File: src/hw/rtl/kda_pkg.sv
// Shared types, codes and defaults for the key debounce and autorepeat core.
`default_nettype none

package kda_pkg;

    // Defaults for the top-level parameters
    localparam int KEY_COUNT_DEF    = 16;
    localparam int FILTER_DEPTH_DEF = 4;

    // Register reset values
    localparam logic [7:0] LONG_PRESS_RST   = 8'd24;
    localparam logic [7:0] FIRST_DELAY_RST  = 8'd40;
    localparam logic [7:0] LEVEL_STEP_RST   = 8'd48;
    localparam logic [7:0] PAUSE_TICKS_RST  = 8'd64;
    localparam logic [7:0] DOUBLE_WIN_RST   = 8'd16;

    // A break from level 16 below this tick count keeps the double-press count
    localparam logic [7:0] SHORT_PRESS_TICKS = 8'd16;

    localparam int CFG_INDEX_W = 3;
    localparam int CFG_DATA_W  = 8;

    typedef enum logic [CFG_INDEX_W-1:0] {
        REG_LONG_PRESS  = 3'd0,
        REG_FIRST_DELAY = 3'd1,
        REG_LEVEL_STEP  = 3'd2,
        REG_PAUSE_TICKS = 3'd3,
        REG_DOUBLE_WIN  = 3'd4
    } cfg_reg_t;

    typedef enum logic [1:0] {
        OP_SAMPLE = 2'd0,
        OP_PAUSE  = 2'd1,
        OP_KILL   = 2'd2
    } op_t;

    typedef enum logic [2:0] {
        EV_NONE   = 3'd0,
        EV_FIRST  = 3'd1,
        EV_LONG   = 3'd2,
        EV_REPEAT = 3'd3,
        EV_BREAK  = 3'd4
    } event_t;

    typedef enum logic [3:0] {
        M_IDLE   = 4'd0,
        M_START  = 4'd1,
        M_DELAY  = 4'd2,
        M_PAUSE  = 4'd3,
        M_KILLED = 4'd4,
        M_L16    = 4'd5,
        M_L8     = 4'd6,
        M_L4     = 4'd7,
        M_L2     = 4'd8,
        M_L1     = 4'd9
    } mode_t;

    typedef struct packed {
        logic [1:0] operation;
        logic [3:0] key_index;
        logic       pressed;
    } in_item_t;

    typedef struct packed {
        logic [2:0] event_kind;
        logic [3:0] event_key;
        logic       debounced;
        logic [1:0] double_count;
    } out_item_t;

    typedef struct packed {
        logic [7:0] long_press_ticks;
        logic [7:0] first_repeat_delay;
        logic [7:0] level_step_ticks;
        logic [7:0] pause_ticks;
        logic [7:0] double_window;
    } cfg_t;

    // Per-key state apart from the filter history
    typedef struct packed {
        logic [7:0] tick_count;
        mode_t      mode;
        logic [1:0] press_count;
    } key_state_t;

endpackage

`default_nettype wire

File: src/hw/rtl/kda_cfg_regs.sv
// Configuration register file for the key debounce and autorepeat core.
`default_nettype none

module kda_cfg_regs
    import kda_pkg::*;
(
    input  wire logic                   aclk,
    input  wire logic                   aresetn,
    input  wire logic                   cfg_we,
    input  wire logic [CFG_INDEX_W-1:0] cfg_index,
    input  wire logic [CFG_DATA_W-1:0]  cfg_wdata,
    output cfg_t                        cfg
);

    cfg_t cfg_reg;
    cfg_t cfg_next;

    always_comb begin
        cfg_next = cfg_reg;
        if (cfg_we) begin
            case (cfg_reg_t'(cfg_index))
                REG_LONG_PRESS:  cfg_next.long_press_ticks   = cfg_wdata;
                REG_FIRST_DELAY: cfg_next.first_repeat_delay = cfg_wdata;
                REG_LEVEL_STEP:  cfg_next.level_step_ticks   = cfg_wdata;
                REG_PAUSE_TICKS: cfg_next.pause_ticks        = cfg_wdata;
                REG_DOUBLE_WIN:  cfg_next.double_window      = cfg_wdata;
                default: ;  // unmapped index: drop the write
            endcase
        end
    end

    always_ff @(posedge aclk) begin
        if (!aresetn) begin
            cfg_reg.long_press_ticks   <= LONG_PRESS_RST;
            cfg_reg.first_repeat_delay <= FIRST_DELAY_RST;
            cfg_reg.level_step_ticks   <= LEVEL_STEP_RST;
            cfg_reg.pause_ticks        <= PAUSE_TICKS_RST;
            cfg_reg.double_window      <= DOUBLE_WIN_RST;
        end else begin
            cfg_reg <= cfg_next;
        end
    end

    assign cfg = cfg_reg;

endmodule

`default_nettype wire

File: src/hw/rtl/kda_key_store.sv
// Per-key state store: filter history and key state, one entry per key.
`default_nettype none

module kda_key_store
    import kda_pkg::*;
#(
    parameter int KEY_COUNT    = KEY_COUNT_DEF,
    parameter int FILTER_DEPTH = FILTER_DEPTH_DEF
) (
    input  wire logic                    aclk,
    input  wire logic                    aresetn,
    input  wire logic [3:0]              key,
    output logic [FILTER_DEPTH-1:0]      rd_hist,
    output key_state_t                   rd_state,
    input  wire logic                    wr_en,
    input  wire logic [FILTER_DEPTH-1:0] wr_hist,
    input  wire key_state_t              wr_state
);

    localparam int KEY_AW = (KEY_COUNT > 1) ? $clog2(KEY_COUNT) : 1;

    logic [FILTER_DEPTH-1:0] hist_reg  [KEY_COUNT];
    key_state_t              state_reg [KEY_COUNT];
    logic [KEY_AW-1:0]       idx;

    // Callers only write in-range keys; reads of out-of-range keys are discarded
    assign idx      = KEY_AW'(key);
    assign rd_hist  = hist_reg[idx];
    assign rd_state = state_reg[idx];

    always_ff @(posedge aclk) begin
        if (!aresetn) begin
            for (int i = 0; i < KEY_COUNT; i++) begin
                hist_reg[i]  <= '0;
                state_reg[i] <= '{tick_count: 8'd0, mode: M_IDLE, press_count: 2'd0};
            end
        end else if (wr_en) begin
            hist_reg[idx]  <= wr_hist;
            state_reg[idx] <= wr_state;
        end
    end

endmodule

`default_nettype wire

File: src/hw/rtl/kda_key_update.sv
// Next-state and event logic for one key item.
`default_nettype none

module kda_key_update
    import kda_pkg::*;
#(
    parameter int KEY_COUNT    = KEY_COUNT_DEF,
    parameter int FILTER_DEPTH = FILTER_DEPTH_DEF
) (
    input  wire in_item_t                item,
    input  wire cfg_t                    cfg,
    input  wire logic [FILTER_DEPTH-1:0] cur_hist,
    input  wire key_state_t              cur_state,
    output logic [FILTER_DEPTH-1:0]      nxt_hist,
    output key_state_t                   nxt_state,
    output logic                         wr_en,
    output out_item_t                    result
);

    localparam logic [FILTER_DEPTH-1:0] HIST_FULL = '1;

    logic [FILTER_DEPTH-1:0] h;
    logic [7:0]              c;
    mode_t                   m;
    logic [1:0]              p;
    event_t                  ev;
    event_t                  ev_out;
    logic [3:0]              lv_mask;
    logic                    key_ok;

    assign key_ok = 32'(item.key_index) < KEY_COUNT;

    // Sample path
    always_comb begin
        h  = FILTER_DEPTH'({cur_hist, item.pressed});
        c  = cur_state.tick_count + 8'd1;
        m  = cur_state.mode;
        p  = cur_state.press_count;
        ev = EV_NONE;
        lv_mask = 4'd0;

        // Released: leave whatever mode the key was in
        if (m != M_IDLE && h == '0) begin
            if (m != M_KILLED) begin
                ev = EV_BREAK;
                if (!(m == M_L16 && c < SHORT_PRESS_TICKS)) begin
                    p = 2'd0;
                end
            end
            c = 8'd0;
            m = M_IDLE;
        end

        case (m)
            M_IDLE: begin
                if (h == HIST_FULL) begin
                    m = M_START;
                    if (c > cfg.double_window) begin
                        p = 2'd0;
                    end
                    c = 8'd0;
                end
            end
            M_START: begin
                ev = EV_FIRST;
                p  = p + 2'd1;
                m  = M_DELAY;
                c  = 8'd0;
            end
            M_DELAY: begin
                if (c == cfg.long_press_ticks) begin
                    ev = EV_LONG;
                end
                if (c == cfg.first_repeat_delay) begin
                    m = M_L16;
                    c = 8'd0;
                end
            end
            M_L16, M_L8, M_L4, M_L2: begin
                if (c >= cfg.level_step_ticks) begin
                    m = mode_t'(m + 4'd1);
                    c = 8'd0;
                end
                case (m)
                    M_L16:   lv_mask = 4'd15;
                    M_L8:    lv_mask = 4'd7;
                    M_L4:    lv_mask = 4'd3;
                    M_L2:    lv_mask = 4'd1;
                    default: lv_mask = 4'd0;
                endcase
                if ((c[3:0] & lv_mask) == 4'd0) begin
                    ev = EV_REPEAT;
                end
            end
            M_L1: begin
                ev = EV_REPEAT;
            end
            M_PAUSE: begin
                if (c >= cfg.pause_ticks) begin
                    m = M_L8;
                    c = 8'd0;
                end
            end
            default: ;  // killed: stay silent until released
        endcase
    end

    // Apply the operation
    always_comb begin
        nxt_hist  = cur_hist;
        nxt_state = cur_state;
        wr_en     = 1'b0;
        ev_out    = EV_NONE;
        if (key_ok) begin
            case (op_t'(item.operation))
                OP_SAMPLE: begin
                    nxt_hist  = h;
                    nxt_state = '{tick_count: c, mode: m, press_count: p};
                    ev_out    = ev;
                    wr_en     = 1'b1;
                end
                OP_PAUSE: begin
                    nxt_state.mode       = M_PAUSE;
                    nxt_state.tick_count = 8'd0;
                    wr_en                = 1'b1;
                end
                OP_KILL: begin
                    nxt_state.mode        = M_KILLED;
                    nxt_state.press_count = 2'd0;
                    wr_en                 = 1'b1;
                end
                default: ;  // unused code: report only
            endcase
        end
    end

    always_comb begin
        result.event_kind   = ev_out;
        result.event_key    = item.key_index;
        result.debounced    = key_ok && (nxt_hist == HIST_FULL);
        result.double_count = key_ok ? nxt_state.press_count : 2'd0;
    end

endmodule

`default_nettype wire

File: src/hw/rtl/key_debounce_autorepeat_core.sv
// Top level of the key debounce and autorepeat core.
//
// Usage:
//   Input channel s_valid/s_ready/s_data carries one item per transfer: a sample
//   of one key's raw level, or a pause or kill command for one key.
//   Result channel m_valid/m_ready/m_data returns exactly one result per item,
//   in order: the event, the key, its debounced level and its double-press count.
//   Configuration is written through cfg_we/cfg_index/cfg_wdata, one register per
//   cycle with no wait; write only while no item is in flight.
//   An item sits in the input register until the result register is free, then
//   loads the result register, which offers the result.
//   Throughput: one item per cycle while the receiver does not stall; the key's
//   read-modify-write happens between the input register and the result register,
//   so consecutive items for the same key see each other's updates.
//   When the receiver stalls, the result register holds its transfer and the
//   input register keeps one more item; s_ready then drops until m_ready returns.
//   Reset (aresetn low, synchronous) empties both registers, clears every key's
//   history, tick count, mode and double-press count, and restores the register
//   defaults. No clearing pass is needed: the key store clears all entries on reset.
`default_nettype none

module key_debounce_autorepeat_core
    import kda_pkg::*;
#(
    parameter int KEY_COUNT    = KEY_COUNT_DEF,
    parameter int FILTER_DEPTH = FILTER_DEPTH_DEF
) (
    input  wire logic                   aclk,
    input  wire logic                   aresetn,
    input  wire logic                   s_valid,
    output logic                        s_ready,
    input  wire in_item_t               s_data,
    output logic                        m_valid,
    input  wire logic                   m_ready,
    output out_item_t                   m_data,
    input  wire logic                   cfg_we,
    input  wire logic [CFG_INDEX_W-1:0] cfg_index,
    input  wire logic [CFG_DATA_W-1:0]  cfg_wdata
);

    cfg_t                    cfg;
    logic                    in_valid_reg;
    logic                    in_valid_next;
    in_item_t                in_data_reg;
    in_item_t                in_data_next;
    logic                    m_valid_reg;
    logic                    m_valid_next;
    out_item_t               out_reg;
    out_item_t               out_next;
    logic                    s_accept;
    logic                    advance;
    logic [FILTER_DEPTH-1:0] rd_hist;
    key_state_t              rd_state;
    logic [FILTER_DEPTH-1:0] wr_hist;
    key_state_t              wr_state;
    logic                    upd_wr;
    out_item_t               result;

    kda_cfg_regs u_cfg (
        .aclk      (aclk),
        .aresetn   (aresetn),
        .cfg_we    (cfg_we),
        .cfg_index (cfg_index),
        .cfg_wdata (cfg_wdata),
        .cfg       (cfg)
    );

    // Advance the held item into the result register whenever that slot frees up
    assign advance  = in_valid_reg && (!m_valid_reg || m_ready);
    assign s_ready  = !in_valid_reg || advance;
    assign s_accept = s_valid && s_ready;

    kda_key_store #(
        .KEY_COUNT    (KEY_COUNT),
        .FILTER_DEPTH (FILTER_DEPTH)
    ) u_store (
        .aclk     (aclk),
        .aresetn  (aresetn),
        .key      (in_data_reg.key_index),
        .rd_hist  (rd_hist),
        .rd_state (rd_state),
        .wr_en    (advance && upd_wr),
        .wr_hist  (wr_hist),
        .wr_state (wr_state)
    );

    kda_key_update #(
        .KEY_COUNT    (KEY_COUNT),
        .FILTER_DEPTH (FILTER_DEPTH)
    ) u_update (
        .item      (in_data_reg),
        .cfg       (cfg),
        .cur_hist  (rd_hist),
        .cur_state (rd_state),
        .nxt_hist  (wr_hist),
        .nxt_state (wr_state),
        .wr_en     (upd_wr),
        .result    (result)
    );

    // Input register: take a new item, drop the old one once it moves on
    always_comb begin
        in_valid_next = in_valid_reg;
        if (s_accept) begin
            in_valid_next = 1'b1;
        end else if (advance) begin
            in_valid_next = 1'b0;
        end
        in_data_next = s_accept ? s_data : in_data_reg;
    end

    // Result register: load on advance, hold while stalled
    always_comb begin
        m_valid_next = m_valid_reg;
        if (advance) begin
            m_valid_next = 1'b1;
        end else if (m_ready) begin
            m_valid_next = 1'b0;
        end
        out_next = advance ? result : out_reg;
    end

    always_ff @(posedge aclk) begin
        if (!aresetn) begin
            in_valid_reg <= 1'b0;
            m_valid_reg  <= 1'b0;
        end else begin
            in_valid_reg <= in_valid_next;
            m_valid_reg  <= m_valid_next;
        end
    end

    always_ff @(posedge aclk) begin
        in_data_reg <= in_data_next;
        out_reg     <= out_next;
    end

    assign m_valid = m_valid_reg;
    assign m_data  = out_reg;

    // Reset empties the result register
    a_reset_empty: assert property (@(posedge aclk) !aresetn |=> !m_valid)
        else $error("result offered right after reset");

    // An advanced item shows up as the next result, for its own key
    a_advance_loads: assert property (@(posedge aclk) disable iff (!aresetn)
        advance |=> m_valid && (m_data.event_key == $past(in_data_reg.key_index)))
        else $error("advanced item not loaded into result register");

    // A break only comes from an all-zero history
    a_break_released: assert property (@(posedge aclk) disable iff (!aresetn)
        (m_valid && (m_data.event_kind == EV_BREAK)) |-> !m_data.debounced)
        else $error("break event reported with debounced level high");

endmodule

`default_nettype wire
File: config.mk
export PLATFORM = sky130hd
export DESIGN_NAME = key_debounce_autorepeat_core
export DESIGN_NICKNAME = d
export VERILOG_FILES = /design/src/hw/rtl/kda_pkg.sv /design/src/hw/rtl/kda_cfg_regs.sv /design/src/hw/rtl/kda_key_store.sv /design/src/hw/rtl/kda_key_update.sv /design/src/hw/rtl/key_debounce_autorepeat_core.sv
export SDC_FILE = /design/constraint.sdc
export NUM_CORES = 1
export LEC_CHECK = 0
export ABC_AREA = 1
export BUFFER_PORTS_ARGS = -buffer_cell sky130_fd_sc_hd__buf_2
export CAP_MARGIN = 40
export CORE_ASPECT_RATIO = 0.75
export CORE_UTILIZATION = 50
export CTS_CLUSTER_SIZE = 28
export DETAILED_ROUTE_END_ITERATION = 8
export HOLD_SLACK_MARGIN = 0.06
export PLACE_DENSITY = 0.69
export SLEW_MARGIN = 20
export SYNTH_ARGS = -nofsm -noshare
export SYNTH_HDL_FRONTEND = slang
export SYNTH_SLANG_ARGS = --single-unit
File: constraint.sdc
create_clock -name aclk -period 5.1 [get_ports aclk]
set_input_delay 0.51 -clock aclk [delete_from_list [all_inputs] [get_ports aclk]]
set_output_delay 0.51 -clock aclk [all_outputs]
set_load 0.02 [all_outputs]
Word level (Yosys, flattened, before mapping)
Memory sizes are Yosys's and may differ from the RTL's. A register that Yosys moved wholly into a read port is not among the register bits. Index checks and enable logic that the tools add are counted.

Latch bits: 0. RAM bits: 288. Flip-flop bits (word level): 59. Memories kept: 2. Bits in read-only memories: 0.

Muxes and demuxes: 48. Divide/modulo/power cells: 0. Shifts and indexed selects: 0. Bitwise gates (word level): 1. Equal/unequal tests: 24. $mul: 0. Reduce and logical (&&, ||, !) cells: 26. $lt $le $gt $ge: 4. $add $sub $neg: 3.

Memories: u_store.state_reg (depth 16, width 14, rd ports 1, clocked after memory_dff 1, write ports 16, line kda_key_store.sv:23) `key_state_t state_reg [KEY_COUNT];`; u_store.hist_reg (depth 16, width 4, rd ports 1, clocked after memory_dff 1, write ports 16, line kda_key_store.sv:22) `logic [FILTER_DEPTH-1:0] hist_reg [KEY_COUNT];`.

Operators by type and width (number): $mux W4 (13); $mux W8 (6); $pmux W8 S5 (1); $eq A4 B3 Y1 const B (7); $eq A4 B4 Y1 const B (5); $pmux W4 S5 (1); $eq A8 B8 Y1 (2); $ge A8 B8 Y1 (2); $pmux W4 S4 (1); $pmux W8 S2 (1); $mux W14 (1); $reduce_or A14 Y1 (1); $logic_not A4 Y1 (3); $mux W3 (4); $pmux W3 S4 (1); $pmux W4 S3 (1); $mux W1 (11); $mux W2 (5); $reduce_and A2 Y1 (5); $add A8 B1 Y8 const B (1); $eq A4 B2 Y1 const B (2); $gt A8 B8 Y1 (1); $lt A8 B5 Y1 const B (1); $pmux W2 S2 (2); other kinds (19) (28).

Logic depth before layout (Yosys ltp)
Depth after elaboration: 13. Mapped depth: 38. Depth with buffers taken out: 36.

Cells and area by module
From an unflattened synthesis, not the netlist that was laid out.

Cells, all modules: 2162. Area total of the unflattened synthesis: 17810.8 sq um.

Modules (own cells, without submodules): kda_key_store (cells an instance 1542, area each 13489.2 sq um, times used 1); kda_key_update (cells an instance 356, area each 2064.5 sq um, times used 1); kda_cfg_regs (cells an instance 231, area each 1641.6 sq um, times used 1); key_debounce_autorepeat_core (cells an instance 33, area each 615.6 sq um, times used 1).

Worst setup path after synthesis
OpenSTA, ideal clock, no wires.

Path type: reg-to-reg. Start point: register with a tool-made name. End point: memory u_store.state_reg[4][13] (netlist name) (data pin). Setup slack: 1060 ps. Required time: 4837 ps. Setup time: 263 ps. Cell stages (with the launch flop): 37. Arrival: 3778 ps. Period minus slack after synthesis: 4040 ps. Path through: dfxtp_1 buf_6 buf_6 buf_6 buf_6 o211ai_1 o211ai_1 nand3_1 nand2_2 ha_1 or2_1 nand2_1 inv_1 nand2_1 inv_1 ha_1 a21boi_0 o21ai_0 nand2_1 nand2_1 nand2_1 nand2_1 nand3_1 nand2_1 inv_1 nand2_2 nand2_2 inv_1 nand2_1 nand3_1 inv_2 nand3_2 nand3_1 nand2_1 inv_2 buf_6 nor2_1.

RTL lines (line): to (decl) (kda_key_store.sv:23).

==> key figures <==
Die
  – Die area: 35800 µm²
  – Core area: 34000 µm²
  – Die H: 164 µm
  – DIE WIDTH: about 220 µm
  – Ports: 35
  – FP Rows: 58
  – Initial core utilization: 0.515

Placement
  – Placed insts: 2380
  – # port buffers: 34
  – DP Wirelength: about 32 mm
  – RD Place Congestion: between 0.9 and 1

Power
  – Sw Share: 0.298
  – Sequential power share: 0.436
  – Static Leak: 0.00798 µW
  – Clock network fraction of total power: 0.367
  – Peak VDD IR: 0.000241 V
  – Combinational share of power: 0.197
  – Internal power: 5260 µW
  – Power Dens Cells: 379 nW/µm²
  – Power Total: 7490 µW
  – Psw: between 2000 and 2500 µW

Route
  – Drt initial violations: 1613
  – Drt first pass iters: 5
  – Vias: 14000
  – Drt via density: around 5.7
  – Routed WL: 50.0 mm
  – WL/cell: between 20 and 25 µm
  – DRC viols: 0
  – Antenna-violating nets left: 0

Timing
  – Worst clock skew: between 0.01 and 0.015 ns
  – Total negative setup slack: 0 ns
  – Setup violations, final: 0
  – Tmin final: about 4.8 ns
  – Normalized max-slew margin: 0.507
  – Worst-Margin Slew: 0.740 ns
  – RSZ-0062 raised after global routing: false
  – Final hold viol count: 0
  – Achievable Freq: about 210 MHz
  – Final Max Slew Viols: 0
  – Period utilisation layout: 0.932

Yosys
  – Seq/Total Area, Yosys: 0.576
  – Synthesis Warnings: 0
  – Net Count, Synth: 1974
  – Post-synth EDFFs: 305
  – Syn Area/Cell: 9.09 µm²
  – Asr flop ratio synth: 0
  – Top_reg_cell synth: edfxtp_1
  – Synth Cell Area: ~18000 µm²
  – Synth cell types: 47
  – #FFs+latches synth: 351
  – Synth Instances: slightly below 2000

CTS
  – Skew-Pair Late Insertion Delay: 0.54 ns
  – Hold-fix buffers at CTS: 0
  – TritonCTS sink count: 351
  – Post-CTS setup buffers: 0
  – Root Buffer: clkbuf_16
  – CTS tree: built
  – CTS buffer count: 38
  – Cts repair resizes: 0
  – Htree depth: 2
  – Reg clk slew, reported paths: 0.06 ns
  – Maximum clock path buffer count: 3

Global route
  – GRT overflow: 0
  – GRT Total Usage: 0.284
  – Number of global-route vias before repair: 13000
  – Initial antenna violation count: 0
  – Largest net degree at the start of global routing: 69
  – First-pass GRT wire length: 76.6 mm

Final layout
  – Post-layout util: 0.582
  – Fillers: slightly below 3000
  – Commonest cells after routing, fill and taps aside: nand2_1 (374), nor2_1 (358), edfxtp_1 (305)
  – Layout Nets: between 2000 and 2500
  – Final non-filler cell total: approximately 2400
  – # diodes: 0
  – P&R area growth vs syn: 13.0%
  – Largest register FFs: 224
  – Most common cell after layout, fill and taps aside: nand2_1
  – Seq. cell area: between 10000 and 15000 µm²
  – Area occupied by multi-input gates: 6150 µm²
  – Layout cells sized above 1: 0.136

Critical path
  – Worst EP arrival: 5.14 ns
  – Required @ worst endpoint: 5.49 ns
  – Crit end category: register
  – Crit path max fanout: 23
  – Startpoint class of the critical path: register
  – WS Path Type: reg2reg

Run status
  – Status: finished, final reports clean

Worst hold path
  – Hold WC Path Type: in2reg

Flow run
  – Max Cap Viol: 0
==> layer usage <==
metal  global-route usage  wire (µm)  vias up
li1                     -          -     6502
met1                0.417      21400     6578
met2                0.424      21500      774
met3               0.0572       5770       97
met4               0.0817       1330        0
met5                    0          0        -
==> worst paths after layout <==
path                startpoint                        end  slack, ns  depth (start not counted)
hold reg to reg   u_cfg.cfg[5]               u_cfg.cfg[5]       0.46                          2
setup / recovery      register  u_store.state_reg[11][11]       0.35                         27
hold / removal       s_data[6]             in_data_reg[6]       0.14                          1
setup reg to reg      register  u_store.state_reg[11][11]       0.35                         27
==> cell usage after synthesis (all sizes together), types with 2 or more instances <==
cell | n | area [µm²]
o221ai | 10 | 87.6
inv | 171 | 644
nand4 | 8 | 50.1
nand3b | 3 | 22.5
nand3 | 158 | 836
xor2 | 6 | 52.6
nand2 | 400 | 1560
o22ai | 5 | 31.3
nor3 | 7 | 35.0
a21oi | 85 | 425
a21boi | 2 | 15.0
a31oi | 3 | 33.8
clkbuf | 46 | 173
nor4 | 3 | 18.8
o211ai | 28 | 210
o21ai | 126 | 638
edfxtp | 305 | 9160
buf | 61 | 464
xnor2 | 6 | 52.6
ha | 26 | 325
clkinv | 5 | 18.8
nor2 | 403 | 1640
dfxtp | 46 | 921
or2 | 6 | 37.5
==> power groups by stage <==
| stage | Sequential [µW] | Combinational [µW] | Clock, µW |
|---|---|---|---|
| floorplan | 3310 | 962 | 0 |
| CTS | 3260 | 1420 | 2760 |
| finish | 3270 | 1480 | 2740 |
| global placement | 3330 | 1370 | 0 |
| detailed placement | 3320 | 1410 | 0 |
| global route | 3270 | 1610 | 2880 |
==> metrics by stage <==
step | hold slack (ns) | setup WS [ns] | instance area [µm²]
after CTS | 0.129 | 0.351 | 19700
after global placement | 0.448 | 0.513 | 18200
after global routing | 0.134 | 0.00401 | 19800
after floorplan | 0.435 | 1.06 | 17500
after detailed placement | 0.456 | 0.374 | 18400
final | 0.143 | 0.347 | 19800
==> layout make-up <==
| cell class | instances | share of cell area |
|---|---|---|
| flip-flops and latches | 351 | 0.510 |
| multi-input cells | 1291 | 0.311 |
| clock buffers | 53 | 0.0557 |
| repair buffers | 113 | 0.0528 |
| inverters | 176 | 0.0352 |
| well taps | 450 | 0.0285 |
| clock inverters | 12 | 0.00614 |
| repair inverters | 1 | 0.000316 |
==> logic make-up (layout without fill, tap and decap cells) <==
kind of cell	count (synthesis)	count (layout)	share of synthesized area
simple gates	990	990	0.241
flops	351	351	0.576
xor+xnor	12	12	0.00601
buf+inv	283	355	0.0743
fa+ha+maj	26	26	0.0186
compound gates	263	263	0.0844
==> worst max-delay path: stages (launching register included) <==
cell	delay, ns
dfxtp_4	0.38
inv_4	0.18
buf_6	0.24
buf_4	0.20
nand2_1	0.06
nand3_1	0.07
nand3_1	0.08
nand3_1	0.17
nand2_2	0.11
nor2_2	0.15
nand2_2	0.08
nand2_4	0.11
nand2_1	0.08
inv_1	0.19
ha_1	0.27
a21boi_0	0.13
o21a_1	0.19
o21ai_0	0.17
nand2_1	0.08
a21oi_1	0.13
o21bai_1	0.14
o211ai_1	0.29
nand3_1	0.19
nand3_2	0.21
nand3_1	0.18
nand2_1	0.18
clkinv_4	0.18
nor2_1	0.13
Note: power is estimated with default switching activity, not from simulation.
